`src/hdl/pps_pkg.sv`:
```
package pps_pkg;

    // Table geometry
    localparam int MAX_PROCS = 16;
    localparam int PROC_W    = (MAX_PROCS > 2) ? $clog2(MAX_PROCS) : 1;
    localparam int CNT_W     = $clog2(MAX_PROCS + 1);

    // Field widths
    localparam int SLOT_W = 4;
    localparam int PRIO_W = 8;
    localparam int TICK_W = 16;
    localparam int TIME_W = 20;

    localparam logic [TIME_W-1:0] CLOCK_MAX = {TIME_W{1'b1}};

    // Request codes
    localparam logic [1:0] REQ_LOAD  = 2'd0;
    localparam logic [1:0] REQ_TICK  = 2'd1;
    localparam logic [1:0] REQ_CLEAR = 2'd2;

    // One process table entry
    typedef struct packed {
        logic [PRIO_W-1:0] prio;
        logic [TICK_W-1:0] arrival;
        logic [TICK_W-1:0] burst;
        logic [TICK_W-1:0] remaining;
    } entry_t;

    localparam int ENTRY_W = $bits(entry_t);

endpackage

```
`src/hdl/preemptive_priority_scheduler_unit.sv`:
```
// Preemptive priority scheduler. A table of MAX_PROCS process slots lives in one
// single-port-read RAM with a live bit per slot held in flip-flops, so clear and
// reset empty the table at once. Load, clear and no-op words are answered
// straight from idle. A tick word scans every slot through one shared
// comparator, one slot per cycle as the RAM read port delivers it, then writes
// back the served slot in the update state and forms the result in the finish
// state. A new word is taken once the scheduler is back in idle and the result
// register is free or being drained.
module preemptive_priority_scheduler_unit
    import pps_pkg::*;
(
    input  logic              clk,
    input  logic              rst_n,
    input  logic              req_valid,
    output logic              req_ready,
    input  logic [1:0]        req_type,
    input  logic [SLOT_W-1:0] slot,
    input  logic [PRIO_W-1:0] priority_req,
    input  logic [TICK_W-1:0] arrival,
    input  logic [TICK_W-1:0] burst,
    output logic              rsp_valid,
    input  logic              rsp_ready,
    output logic [TIME_W-1:0] time_now,
    output logic [SLOT_W-1:0] running_slot,
    output logic              idle,
    output logic              finished,
    output logic [TIME_W-1:0] turnaround,
    output logic [TIME_W-1:0] waiting,
    output logic              all_done
);

    localparam logic [1:0] ST_IDLE = 2'd0;
    localparam logic [1:0] ST_SCAN = 2'd1;
    localparam logic [1:0] ST_UPD  = 2'd2;
    localparam logic [1:0] ST_FIN  = 2'd3;

    logic [1:0]           state_reg, state_next;
    logic [CNT_W-1:0]     cnt_reg, cnt_next;
    logic                 pend_reg, pend_next;
    logic [PROC_W-1:0]    pidx_reg, pidx_next;
    logic                 found_reg, found_next;
    logic [PROC_W-1:0]    best_reg, best_next;
    entry_t               best_e_reg, best_e_next;
    logic [TIME_W-1:0]    now_reg, now_next;
    logic [TIME_W-1:0]    clock_reg, clock_next;
    logic [MAX_PROCS-1:0] live_reg, live_next;
    logic                 fin_reg, fin_next;
    logic [TIME_W-1:0]    tat_reg, tat_next;

    logic                 rsp_valid_reg, rsp_valid_next;
    logic [TIME_W-1:0]    time_now_reg, time_now_next;
    logic [SLOT_W-1:0]    running_slot_reg, running_slot_next;
    logic                 idle_reg, idle_next;
    logic                 finished_reg, finished_next;
    logic [TIME_W-1:0]    turnaround_reg, turnaround_next;
    logic [TIME_W-1:0]    waiting_reg, waiting_next;
    logic                 all_done_reg, all_done_next;

    logic                 ram_we;
    logic [PROC_W-1:0]    ram_waddr;
    entry_t               ram_wdata;
    logic [PROC_W-1:0]    ram_raddr;
    entry_t               ram_rdata;

    logic                 accept;
    logic                 out_free;
    logic                 emit_imm;
    logic [PROC_W-1:0]    slot_idx;
    logic                 cand_ok;
    logic                 cand_better;
    logic [TICK_W-1:0]    rem_dec;
    logic [TIME_W-1:0]    clk_inc;
    logic [TIME_W-1:0]    burst_ext;

    pps_ram #(
        .WIDTH (ENTRY_W),
        .DEPTH (MAX_PROCS)
    ) u_table (
        .clk   (clk),
        .we    (ram_we),
        .waddr (ram_waddr),
        .wdata (ram_wdata),
        .raddr (ram_raddr),
        .rdata (ram_rdata)
    );

    assign out_free  = !rsp_valid_reg || rsp_ready;
    assign req_ready = (state_reg == ST_IDLE) && out_free;
    assign accept    = req_valid && req_ready;
    assign slot_idx  = PROC_W'(slot);
    assign ram_raddr = cnt_reg[PROC_W-1:0];

    // Shared comparator: slot read last cycle against current best
    assign cand_ok = pend_reg && live_reg[pidx_reg] &&
                     (TIME_W'(ram_rdata.arrival) <= now_reg);
    assign cand_better = !found_reg ||
                         (ram_rdata.prio < best_e_reg.prio) ||
                         ((ram_rdata.prio == best_e_reg.prio) &&
                          (ram_rdata.arrival < best_e_reg.arrival));

    assign rem_dec   = best_e_reg.remaining - TICK_W'(1);
    assign clk_inc   = (clock_reg == CLOCK_MAX) ? CLOCK_MAX : clock_reg + TIME_W'(1);
    assign burst_ext = TIME_W'(best_e_reg.burst);

    // Sequencer
    always_comb
    begin
        state_next        = state_reg;
        cnt_next          = cnt_reg;
        pend_next         = pend_reg;
        pidx_next         = pidx_reg;
        found_next        = found_reg;
        best_next         = best_reg;
        best_e_next       = best_e_reg;
        now_next          = now_reg;
        clock_next        = clock_reg;
        live_next         = live_reg;
        fin_next          = fin_reg;
        tat_next          = tat_reg;
        rsp_valid_next    = rsp_valid_reg && !rsp_ready;
        time_now_next     = time_now_reg;
        running_slot_next = running_slot_reg;
        idle_next         = idle_reg;
        finished_next     = finished_reg;
        turnaround_next   = turnaround_reg;
        waiting_next      = waiting_reg;
        all_done_next     = all_done_reg;
        ram_we            = 1'b0;
        ram_waddr         = best_reg;
        ram_wdata         = best_e_reg;
        emit_imm          = 1'b0;

        unique case (state_reg)
            ST_IDLE:
            begin
                if (accept)
                begin
                    unique case (req_type)
                        REQ_LOAD:
                        begin
                            emit_imm = 1'b1;
                            if (32'(slot) < MAX_PROCS)
                            begin
                                ram_we              = 1'b1;
                                ram_waddr           = slot_idx;
                                ram_wdata.prio      = priority_req;
                                ram_wdata.arrival   = arrival;
                                ram_wdata.burst     = burst;
                                ram_wdata.remaining = burst;
                                live_next[slot_idx] = (burst != '0);
                            end
                        end
                        REQ_CLEAR:
                        begin
                            emit_imm   = 1'b1;
                            live_next  = '0;
                            clock_next = '0;
                        end
                        REQ_TICK:
                        begin
                            state_next = ST_SCAN;
                            cnt_next   = '0;
                            pend_next  = 1'b0;
                            found_next = 1'b0;
                            now_next   = clock_reg;
                        end
                        default:
                        begin
                            emit_imm = 1'b1;
                        end
                    endcase
                end
            end
            ST_SCAN:
            begin
                if (cand_ok && cand_better)
                begin
                    found_next  = 1'b1;
                    best_next   = pidx_reg;
                    best_e_next = ram_rdata;
                end
                if (cnt_reg == CNT_W'(MAX_PROCS))
                begin
                    pend_next  = 1'b0;
                    state_next = ST_UPD;
                end
                else
                begin
                    pend_next = 1'b1;
                    pidx_next = cnt_reg[PROC_W-1:0];
                    cnt_next  = cnt_reg + CNT_W'(1);
                end
            end
            ST_UPD:
            begin
                clock_next = clk_inc;
                fin_next   = found_reg && (rem_dec == '0);
                tat_next   = clk_inc - TIME_W'(best_e_reg.arrival);
                if (found_reg)
                begin
                    ram_we              = 1'b1;
                    ram_wdata.remaining = rem_dec;
                    live_next[best_reg] = (rem_dec != '0);
                end
                state_next = ST_FIN;
            end
            ST_FIN:
            begin
                if (out_free)
                begin
                    rsp_valid_next    = 1'b1;
                    time_now_next     = now_reg;
                    running_slot_next = found_reg ? SLOT_W'(best_reg) : '0;
                    idle_next         = !found_reg;
                    finished_next     = fin_reg;
                    turnaround_next   = fin_reg ? tat_reg : '0;
                    waiting_next      = (fin_reg && (tat_reg >= burst_ext)) ?
                                        tat_reg - burst_ext : '0;
                    all_done_next     = ~|live_reg;
                    state_next        = ST_IDLE;
                end
            end
            default:
            begin
                state_next = ST_IDLE;
            end
        endcase

        // Load, clear and no-op words report right away
        if (emit_imm)
        begin
            rsp_valid_next    = 1'b1;
            time_now_next     = clock_reg;
            running_slot_next = '0;
            idle_next         = 1'b1;
            finished_next     = 1'b0;
            turnaround_next   = '0;
            waiting_next      = '0;
            all_done_next     = ~|live_next;
        end
    end

    // Control state
    always_ff @(posedge clk or negedge rst_n)
    begin
        if (!rst_n)
        begin
            state_reg     <= ST_IDLE;
            cnt_reg       <= '0;
            pend_reg      <= 1'b0;
            found_reg     <= 1'b0;
            clock_reg     <= '0;
            live_reg      <= '0;
            fin_reg       <= 1'b0;
            rsp_valid_reg <= 1'b0;
        end
        else
        begin
            state_reg     <= state_next;
            cnt_reg       <= cnt_next;
            pend_reg      <= pend_next;
            found_reg     <= found_next;
            clock_reg     <= clock_next;
            live_reg      <= live_next;
            fin_reg       <= fin_next;
            rsp_valid_reg <= rsp_valid_next;
        end
    end

    // Payload
    always_ff @(posedge clk)
    begin
        pidx_reg         <= pidx_next;
        best_reg         <= best_next;
        best_e_reg       <= best_e_next;
        now_reg          <= now_next;
        tat_reg          <= tat_next;
        time_now_reg     <= time_now_next;
        running_slot_reg <= running_slot_next;
        idle_reg         <= idle_next;
        finished_reg     <= finished_next;
        turnaround_reg   <= turnaround_next;
        waiting_reg      <= waiting_next;
        all_done_reg     <= all_done_next;
    end

    assign rsp_valid    = rsp_valid_reg;
    assign time_now     = time_now_reg;
    assign running_slot = running_slot_reg;
    assign idle         = idle_reg;
    assign finished     = finished_reg;
    assign turnaround   = turnaround_reg;
    assign waiting      = waiting_reg;
    assign all_done     = all_done_reg;

    // Checks
    a_clear_empties: assert property (@(posedge clk) disable iff (!rst_n)
        accept && (req_type == REQ_CLEAR) |=> (live_reg == '0) && (clock_reg == '0))
        else $error("clear did not empty table");

    a_scan_bound: assert property (@(posedge clk) disable iff (!rst_n)
        (state_reg == ST_SCAN) |-> (cnt_reg <= CNT_W'(MAX_PROCS)))
        else $error("scan counter overran table");

    a_idle_not_finished: assert property (@(posedge clk) disable iff (!rst_n)
        rsp_valid_reg |-> !(idle_reg && finished_reg))
        else $error("idle word reports completion");

    a_wait_le_tat: assert property (@(posedge clk) disable iff (!rst_n)
        rsp_valid_reg && finished_reg |-> (waiting_reg <= turnaround_reg))
        else $error("waiting exceeds turnaround");

    a_upd_from_scan: assert property (@(posedge clk) disable iff (!rst_n)
        (state_reg == ST_UPD) |-> ($past(state_reg) == ST_SCAN))
        else $error("update entered without scan");

endmodule

```
`src/hdl/pps_ram.sv`:
```
module pps_ram #(
    parameter int WIDTH = 8,
    parameter int DEPTH = 16
) (
    input  logic                     clk,
    input  logic                     we,
    input  logic [$clog2(DEPTH)-1:0] waddr,
    input  logic [WIDTH-1:0]         wdata,
    input  logic [$clog2(DEPTH)-1:0] raddr,
    output logic [WIDTH-1:0]         rdata
);

    logic [WIDTH-1:0] mem [DEPTH];
    logic [WIDTH-1:0] rdata_reg;

    // Write port
    always_ff @(posedge clk)
    begin
        if (we)
        begin
            mem[waddr] <= wdata;
        end
    end

    // Registered read port
    always_ff @(posedge clk)
    begin
        rdata_reg <= mem[raddr];
    end

    assign rdata = rdata_reg;

endmodule

```
`config.mk`:
```
export PLATFORM = sky130hd
export DESIGN_NAME = preemptive_priority_scheduler_unit
export DESIGN_NICKNAME = d
export VERILOG_FILES = /design/src/hdl/pps_pkg.sv /design/src/hdl/preemptive_priority_scheduler_unit.sv /design/src/hdl/pps_ram.sv
export SDC_FILE = /design/constraint.sdc
export NUM_CORES = 1
export LEC_CHECK = 0
export BUFFER_PORTS_ARGS = -buffer_cell sky130_fd_sc_hd__buf_2
export CAP_MARGIN = 25
export CORE_ASPECT_RATIO = 0.75
export CORE_MARGIN = 2
export CORE_UTILIZATION = 40
export CTS_CLUSTER_SIZE = 14
export DETAILED_ROUTE_END_ITERATION = 12
export PLACE_DENSITY_LB_ADDON = 0.1
export SETUP_SLACK_MARGIN = 0.5
export SLEW_MARGIN = 10
export SYNTH_ARGS = -nofsm -noshare
export SYNTH_HDL_FRONTEND = slang
export SYNTH_SLANG_ARGS = --single-unit
```
`constraint.sdc`:
```
create_clock -name clk -period 6.8 [get_ports clk]
set_input_delay 1.36 -clock clk [delete_from_list [all_inputs] [get_ports clk]]
set_output_delay 1.36 -clock clk [all_outputs]
set_load 0.05 [all_outputs]
```
After elaboration in Yosys (flattened, before gate mapping) --
Memories as Yosys holds them, arrays and structs flattened. A register that Yosys moved wholly into a read port is not among the register bits. Cells that the tools add are included.
Storage, ports and cells: register bits 218, memory bits (writable) 896, input bits 50, memories 1, output and inout bits 69
Memory list:
- u_table.mem | words 16, bits a word 56, read ports 1, clocked after Yosys merged registers in 1, wr ports 1, line pps_ram.sv:13 | logic [WIDTH-1:0] mem [DEPTH];
Operators by class: reductions and logical operators 40, bitwise operators 1, order comparisons 9, multiplexer cells 60, add/subtract/negate cells 5, eq/ne operators 15
Operators by type and width (number):
- 20-bit 2-to-1 mux | 8
- 56-bit 2-to-1 mux | 2
- 16-bit one-hot mux with 2 select lines | 3
- 16-bit 2-to-1 mux | 3
- 40-bit 2-to-1 mux | 1
- 20-bit one-hot mux with 2 select lines | 1
- 20-bit by 16-bit subtractor with 20-bit output | 2
- 16-bit bitwise mux | 2
- 16-bit nonzero test | 2
- 16-bit OR reduction | 2
- 1-bit 2-to-1 mux | 21
- 20-bit by 1-bit adder with 20-bit output (second input constant) | 1
- 20-bit == test (second input constant) | 1
- 20-bit by 16-bit greater-or-equal comparator with 1-bit output | 1
- 16-bit by 20-bit <= comparator with 1-bit output | 1
- 16-bit logical NOT | 1
- 16-bit less-than comparator | 1
- 4-bit 2-to-1 mux | 4
- 16-bit by 1-bit subtractor with 16-bit output (second input constant) | 1
- 4-bit by 5-bit less-than comparator with 1-bit output (second input constant) | 3
- 5-bit 2-to-1 mux | 3
- 4-bit AND reduction | 3
- 1-bit logical AND | 11
- 2-bit inequality test (second input constant) | 5
- other kinds (21) | 47

Depth between registers and ports, before layout --
Gate-level depths: netlist of run 1.
word-level depth 11, mapped depth 17, gate-level depth less buffers 17

Modules after synthesis --
A second synthesis of run 1 with hierarchy kept.
Second synthesis, totals: cell total of the unflattened synthesis 2785, area total of the unflattened synthesis 47261.6 um^2
By module, submodules not included:
- pps_ram | area each 34678.3 um^2, times used 1, cells an instance 1445
- preemptive_priority_scheduler_unit | area each 12583.3 um^2, times used 1, cells an instance 1340

Worst setup path after synthesis of run 1 --
OpenSTA, ideal clock, no wires.
path type input port to flip-flop, start point in req_type[1], end point mem u_table.mem[1][0] (netlist bit), enable pin, stages 6, slack 1027 ps, buffers on the path 3, library setup time 470 ps, required time 6330 ps, data arrival time 5302 ps, path through clkbuf_1 -> nor4_1 -> clkbuf_1 -> buf_1 -> a21oi_1 -> nor2_1
Between the ends: longest elaborated chain between the ends 6
RTL lines:
- from (decl) | line preemptive_priority_scheduler_unit.sv:16 | input logic [1:0] req_type,
- 2-bit logical NOT (*) | line preemptive_priority_scheduler_unit.sv:138 | unique case (req_type)
- 1-bit 2-to-1 mux | line preemptive_priority_scheduler_unit.sv:138
- 1-bit 2-to-1 mux | line preemptive_priority_scheduler_unit.sv:136 | if (accept)
- 1-bit one-hot mux with 2 select lines | line preemptive_priority_scheduler_unit.sv:133 | unique case (state_reg)
- 1-bit 2-to-1 mux | line pps_ram.sv:19 | if (we)
- 1-bit 2-to-1 mux (implied by the code) | line pps_ram.sv:21 | mem[waddr] <= wdata;
- to (decl) | line pps_ram.sv:13
Every way passes the cells marked *; elsewhere a longest branch is shown, timed or not.

Worst setup path after layout of run 1 --
start point reg clock_reg[0], end point reg tat_reg[16] (data pin)
Between the ends: longest elaborated chain between the ends 3
RTL lines:
- from (decl) | line preemptive_priority_scheduler_unit.sv:45 | logic [TIME_W-1:0] clock_reg, clock_next;
- from (signal assigned) | line preemptive_priority_scheduler_unit.sv:263 | clock_reg <= clock_next;
- 20-bit by 1-bit adder with 20-bit output / 20-bit == test (equally long branches) | line preemptive_priority_scheduler_unit.sv:102 | assign clk_inc = (clock_reg == CLOCK_MAX) ? CLOCK_MAX : clock_reg + TIME_W'(1);
- 20-bit 2-to-1 mux (*) | line preemptive_priority_scheduler_unit.sv:102
- 20-bit by 16-bit subtractor with 20-bit output (*) | line preemptive_priority_scheduler_unit.sv:198 | tat_next = clk_inc - TIME_W'(best_e_reg.arrival);
- to (signal assigned) | line preemptive_priority_scheduler_unit.sv:277 | tat_reg <= tat_next;
- to (decl) | line preemptive_priority_scheduler_unit.sv:48 | logic [TIME_W-1:0] tat_reg, tat_next;
Marks and branches as above. A chain may end at the register's enable or synchronous reset.

==> key figures, run 1 <==
Setup path
  • Critical Path Fanout Max: 23
  • WS Path Type: reg -> reg
  • Path depth of the worst reg2reg path: 17
  • WP data arrival: 5.27 ns
  • Reg2Reg Setup Slack: 1.96 ns
  • CP endpoint kind: flop
  • Reg-to-Reg Start: clock_reg[0]
  • Reg-to-reg endpoint: tat_reg[16]
  • Required @ worst endpoint: 7.23 ns
  • Startpoint types: flop

Clock tree
  • Post-cts sizing count: 0
  • CTS H-tree depth: 3
  • TritonCTS Buffers: 115
  • Post-CTS Setup Bufs: 0
  • Clock buffer depth: 3
  • Root buffer cell: clkbuf_16
  • Worst-path clk slew: 0.07 ns
  • # hold bufs at CTS: 0
  • Clock latency on the worst-skew pair: 0.75 ns
  • Clock sinks: 1170
  • CTS tree: done

Synth
  • Most used flip-flop cell after synthesis: edfxtp_1
  • Register area share after synthesis: 71.6%
  • Distinct cells, synth: 75
  • Syn nets: 2809
  • FF+latch count, synth: 1170
  • Avg Cell Area, Syn: 17.7 um^2
  • Synth Cell Area: 47300 um^2
  • Post-synth EDFFs: 1021
  • Mapped Cells: 2677
  • Yosys warns: 0
  • Async SR Flop Fraction: 4.02%

Floorplan
  • Core Region: 118000 um^2
  • Die X: 401 um
  • Die area: 121000 um^2
  • I/O Pins: 119
  • Initial core utilization: 40.3%
  • Die height: 302 um
  • Rows: 109

Hold path
  • Worst min-delay path startpoint: u_table.rdata[19]
  • Hold Path Stages: 0
  • Hold path endpoint: best_e_reg[19]
  • Path category of the worst min-delay check: reg -> reg

Route
  • DRC: 0
  • Starting DRT DRC Count: 2422
  • Drt via density: 5.61
  • Final WL: 124000 um
  • Total number of vias: 25.5k
  • Max Used Layer: met4
  • M1 WL: 58000 um
  • Antenna Violating Nets Remaining: 0
  • Metal3 WL: 7230 um
  • Drt wl/cell: 27.3 um
  • First-pass iteration count of the detailed router: 5
  • Met2 WL post-DR: 56100 um

Timing
  • Layout Skew: 0.0575 ns
  • Setup TNS: 0 ns
  • Slew Limit Fails: 0
  • Least-Margin Pin Slew: 1.19 ns
  • Min Tclk post-route: 4.84 ns
  • Fin. Hold Viols: 0
  • Fin crit share: 71.2%
  • Fmax: 207 MHz
  • RSZ-0062 raised after global routing: false
  • Rel. slew slack: 20.7%
  • Final setup violation count: 0

Final layout
  • Fin nets: 3013
  • Most common cell after layout, fill and taps aside: edfxtp_1
  • Area grow syn2layout: 14.8%
  • Max reg flops: 896
  • Non-Filler Instances: 4542
  • Fillers: 10.0k
  • Fraction of layout cells with a size suffix above 1: 23.9%
  • Most frequent cells in the layout: 1021 x edfxtp_1, 285 x mux4_2, 211 x nand2_1, 118 x buf_2, 116 x clkbuf_16

Pwr
  • Internal: 14600 uW
  • Switch share: 29.9%
  • LEAKAGE: 0.0182 uW
  • Power per cell area: 383 nW/um^2
  • Power share of the clock group: 31.3%
  • Flop pwr share: 44.1%
  • Total power: 20800 uW
  • Combinational power share: 24.6%
  • Psw: 6220 uW
  • Max IR drop VDD: 0.000322 V

GRT
  • Largest net degree at the start of global routing: 142
  • Global-route wire length before repair: 181000 um
  • Antenna violations before repair: 4
  • Total GRT Usage: 20.5%
  • Total grt overflow: 0
  • Vias in the first global route: 25.5k

Place
  • DP Wirelength: 77100 um
  • IO Port Bufs: 118
  • # placed instances: 4312
  • RePlAce Congestion: 0.852

Status
  • Status: completed

Job
  • Maxcap violations: 0
## metal layers
| metal | global-route usage [%] | up-vias |
|---|---|---|
| li1 | - | 11112 |
| met1 | 30.4 | 13380 |
| met2 | 31.4 | 797 |
| met3 | 3.81 | 174 |
| met4 | 5.02 | 0 |
| met5 | 0 | - |
## worst max-delay path: stages, from the launching register on
cell      delay (ns)
dfrtp_1         0.44
ha_1            0.29
and4_1          0.28
nand4_1         0.21
or3_1           0.66
and2_1          0.24
ha_1            0.17
inv_1           0.07
fa_1            0.43
a21o_1          0.20
a21o_1          0.19
a21oi_1         0.20
o21ai_0         0.19
a41oi_1         0.34
a211oi_1        0.14
o21ai_0         0.24
nand2b_1        0.12
xor2_1          0.15
## power groups by stage
stage	sequential (uW)	combinational [uW]	clock (uW)
after global placement	9330	5070	0
after CTS	9190	5150	6670
after floorplan	9290	3400	0
after detailed placement	9340	5130	0
after global routing	9230	5530	6950
final	9180	5110	6510
## synth_stat cells (20+ instances only)
library cell  number  area (um^2)
edfxtp_1        1021        30700
mux4_2           285         6420
nand2_1          211          792
o21ai_0          121          606
dfxtp_1          102         2040
a21oi_1           98          490
nor2_1            94          353
clkbuf_1          92          345
ha_1              80         1000
inv_1             78          293
nand3_1           65          325
dfrtp_1           47         1180
buf_1             32          120
xor2_1            28          245
a21o_1            27          203
nor3_1            24          120
a22o_1            21          184
xnor2_1           21          184
nor2b_1           20          125
## kinds of logic after synthesis
family / count (synthesis) / synth area share [%]
compound gates: 371 / 4.91
xor+xnor: 49 / 0.907
fa+ha+maj: 82 / 2.20
buf+inv: 204 / 1.64
flops: 1170 / 71.6
mux: 291 / 13.7
simple gates: 510 / 5.06
## area by class of cell
class	instances	area [um^2]	area share, %
inverters	78	293	0.539
clock inverters	70	778	1.43
multi-input cells	1303	12800	23.6
flip-flops and latches	1170	33900	62.4
well taps	1554	1940	3.58
clock buffers	149	3090	5.68
diodes	5	12.5	0.0230
repair buffers	213	1470	2.71
## stage by stage
step	cell area [um^2]	worst slack, ns	hold WS (ns)	utilization, %
2_1_floorplan	47300	1.03	0.386	-
3_3_place_gp	50200	2.06	0.390	42.7
3_5_place_dp	50400	2.02	0.389	42.8
4_1_cts	54200	2.04	0.404	46.1
5_1_grt	54300	1.63	0.410	46.2
6_report	54300	1.96	0.389	46.2
## how the worst max path moves through the flow
stage	cells after the start	slack, ns	to	startpoint
finish	17	1.96	tat_reg[16]	clock_reg[0]
detailed placement	6	2.02	u_table.mem[1][10]	req_type[1]
floorplan	6	1.03	u_table.mem[1][0]	req_type[1]
global route	17	1.63	tat_reg[18]	clock_reg[0]
CTS	17	2.04	tat_reg[16]	clock_reg[0]
global placement	17	2.06	tat_reg[16]	clock_reg[0]
Power figures use the tool's default switching activity.
==> inputs of run 2 (changes only) <==
--- a/config.mk
+++ b/config.mk
@@ -5,6 +5,7 @@
 export SDC_FILE = /design/constraint.sdc
 export NUM_CORES = 1
 export LEC_CHECK = 0
+export ABC_AREA = 1
 export BUFFER_PORTS_ARGS = -buffer_cell sky130_fd_sc_hd__buf_2
 export CAP_MARGIN = 25
 export CORE_ASPECT_RATIO = 0.75
==> constraint.sdc (replaced) <==
create_clock -name clk -period 4.2 [get_ports clk]
set_input_delay 0.84 -clock clk [delete_from_list [all_inputs] [get_ports clk]]
set_output_delay 0.84 -clock clk [all_outputs]
set_load 0.05 [all_outputs]
==> key figures, run 2 <==
Synth
  • Post-synth EDFFs: 1021
  • Syn nets: 4323
  • Mapped Cells: 4191
  • Register area share after synthesis: 69.9%
  • Top-area cell type share of the netlist area: 63.3%
  • Distinct cells, synth: 49
  • Async SR Flop Fraction: 4.02%
  • Cell with the most instances after synthesis: edfxtp_1
  • Most used flip-flop cell after synthesis: edfxtp_1
  • Avg Cell Area, Syn: 11.6 um^2
  • Yosys top cell by area: edfxtp_1
  • FF+latch count, synth: 1170
  • Synth top cells by count: 1021 x edfxtp_1, 598 x o21ai_0, 596 x nand2_1
  • Synth Cell Area: 48500 um^2
  • Yosys warns: 0
  • Synth top area cells: edfxtp_1 63%, o21ai_0 6.2%, nand2_1 4.6%

Setup path
  • Critical Path Start: clock_reg[1]
  • Reg-to-Reg Start: clock_reg[1]
  • Startpoint types: flop
  • CP endpoint kind: flop
  • WS Path Type: reg -> reg
  • Required @ worst endpoint: 4.66 ns
  • Reg-to-reg endpoint: tat_reg[19]
  • Reg2Reg Setup Slack: 0.79 ns
  • WP data arrival: 3.87 ns
  • Critical Path Fanout Max: 11
  • Path depth of the worst reg2reg path: 16

Pwr
  • Total power: 36800 uW
  • Max IR drop VDD: 0.000461 V
  • Power per cell area: 658 nW/um^2
  • LEAKAGE: 0.0197 uW

GRT
  • Vias in the first global route: 31.4k
  • Total GRT Usage: 23.2%
  • Largest net degree at the start of global routing: 203
  • Global-route wire length before repair: 214000 um
  • Total grt overflow: 0
  • Antenna violations before repair: 4

Floorplan
  • Die height: 305 um
  • Die area: 124000 um^2
  • Core Region: 120000 um^2
  • Initial core utilization: 40.3%
  • Rows: 110
  • I/O Pins: 119
  • Die X: 406 um

Route
  • Antenna Violating Nets Remaining: 0
  • First-pass iteration count of the detailed router: 6
  • Drt wl/cell: 23.9 um
  • DRC: 0
  • Drt via density: 5.41
  • Total number of vias: 32.9k
  • Final WL: 145000 um
  • Starting DRT DRC Count: 3438

Clock tree
  • Clock buffer depth: 3
  • # hold bufs at CTS: 0
  • CTS tree: done
  • Worst-path clk slew: 0.06 ns
  • TritonCTS Buffers: 114
  • Clock sinks: 1170
  • CTS H-tree depth: 3
  • Root buffer cell: clkbuf_16
  • Clock latency on the worst-skew pair: 0.72 ns

Final layout
  • Final core occ: 46.5%
  • Most common cell after layout, fill and taps aside: edfxtp_1
  • Area grow syn2layout: 15.4%
  • Fillers: 11.0k
  • Max reg flops: 896
  • Finished Cell Area: 55900 um^2
  • Most frequent cells in the layout: 1021 x edfxtp_1, 596 x nand2_1, 593 x o21ai_0, 563 x nor2_1, 232 x o22ai_1
  • Fin nets: 4479
  • Fraction of layout cells with a size suffix above 1: 11.6%
  • Non-Filler Instances: 6073

Place
  • IO Port Bufs: 118
  • Cell Area, Placed: 51900 um^2
  • DP Wirelength: 86700 um
  • # placed instances: 5852
  • RePlAce Congestion: 0.929

Timing
  • Layout Skew: 0.0217 ns
  • Fin. Hold Viols: 0
  • Fin crit share: 81.3%
  • Least-Margin Pin Slew: 1.00 ns
  • Rel. slew slack: 32.4%
  • Final setup violation count: 0
  • Slew Limit Fails: 0
  • RSZ-0062 raised after global routing: false
  • Fmax: 293 MHz
  • Min Tclk post-route: 3.41 ns

Status
  • Status: completed

Hold path
  • Path category of the worst min-delay check: in -> async

Job
  • Maxcap violations: 0
==> run 2: logic make-up (layout without fill, tap and decap cells) <==
logic type	Yosys count	after routing	synth area share [%]
flops	1170	1170	69.9
buf+inv	445	702	3.51
other cells	0	1	0
xor+xnor	40	40	0.723
fa+ha+maj	82	82	2.15
simple gates	1429	1429	12.1
compound gates	1025	1025	11.6
==> run 2: area by class of cell <==
cell class                 instances  area [um^2]  share of cell area [%]
antenna                            1         2.50                 0.00448
clock buffer                     151         3190                    5.71
clock inverter                    66          748                    1.34
inverter                         232          887                    1.59
multi-input combinational       2576        13100                    23.4
sequential                      1170        33900                    60.6
tap                             1624         2030                    3.63
timing repair buffer             253         2080                    3.72
==> run 2: where the power goes <==
group | internal (uW) | leakage (uW) | total [uW] | switching, uW
Combinational | 3110 | 0.00712 | 11000 | 7860
Clock | 6270 | 0.00194 | 10800 | 4530
Sequential | 14200 | 0.0107 | 15000 | 777
Total | 23600 | 0.0197 | 36800 | 13200
==> run 2: repair_timing <==
action / CTS / global route
resized for setup: 0 / 8
endpoints found under the setup margin: 0 / 10
setup buffers: 0 / 2
==> run 2: per-layer routing <==
layer  track usage (%)  up-vias  routed length, um
li1                  -    15372                  -
met1              36.6    16358              71800
met2              33.8      955              62100
met3              3.38      176               8340
met4              5.09        2               2960
met5                 0        -                 20
==> run 2: stage by stage <==
stage,setup TNS (ns),setup WS (ns),hold slack [ns]
6_report,0,0.787,0.254
5_1_grt,0,0.531,0.288
4_1_cts,0,0.514,0.228
3_5_place_dp,0,0.520,0.389
3_3_place_gp,0,0.547,0.386
2_1_floorplan,-8.38,-0.0499,0.386
==> run 2: worst max-delay path by stage <==
stage	cells past startpoint	slack, ns	endpoint
final	16	0.79	tat_reg[19]
after global routing	16	0.53	tat_reg[18]
after CTS	16	0.51	tat_reg[19]
after detailed placement	16	0.52	tat_reg[19]
after global placement	15	0.55	tat_reg[13]
after floorplan	10	-0.05	u_table.mem[11][0]
==> run 2: worst max-delay path, cell delays in order (launching register included) <==
cell and delay (ns):
dfrtp_1 0.39, ha_2 0.26, nand3_2 0.14, nor4_4 0.20
nand4_1 0.22, nor2_4 0.19, inv_1 0.09, buf_4 0.18
o21ai_0 0.16, ha_1 0.33, a21oi_1 0.24, o21ai_0 0.15
nand2_1 0.08, o2111ai_1 0.17, nand3_1 0.11, nand3_1 0.08
xor2_1 0.15
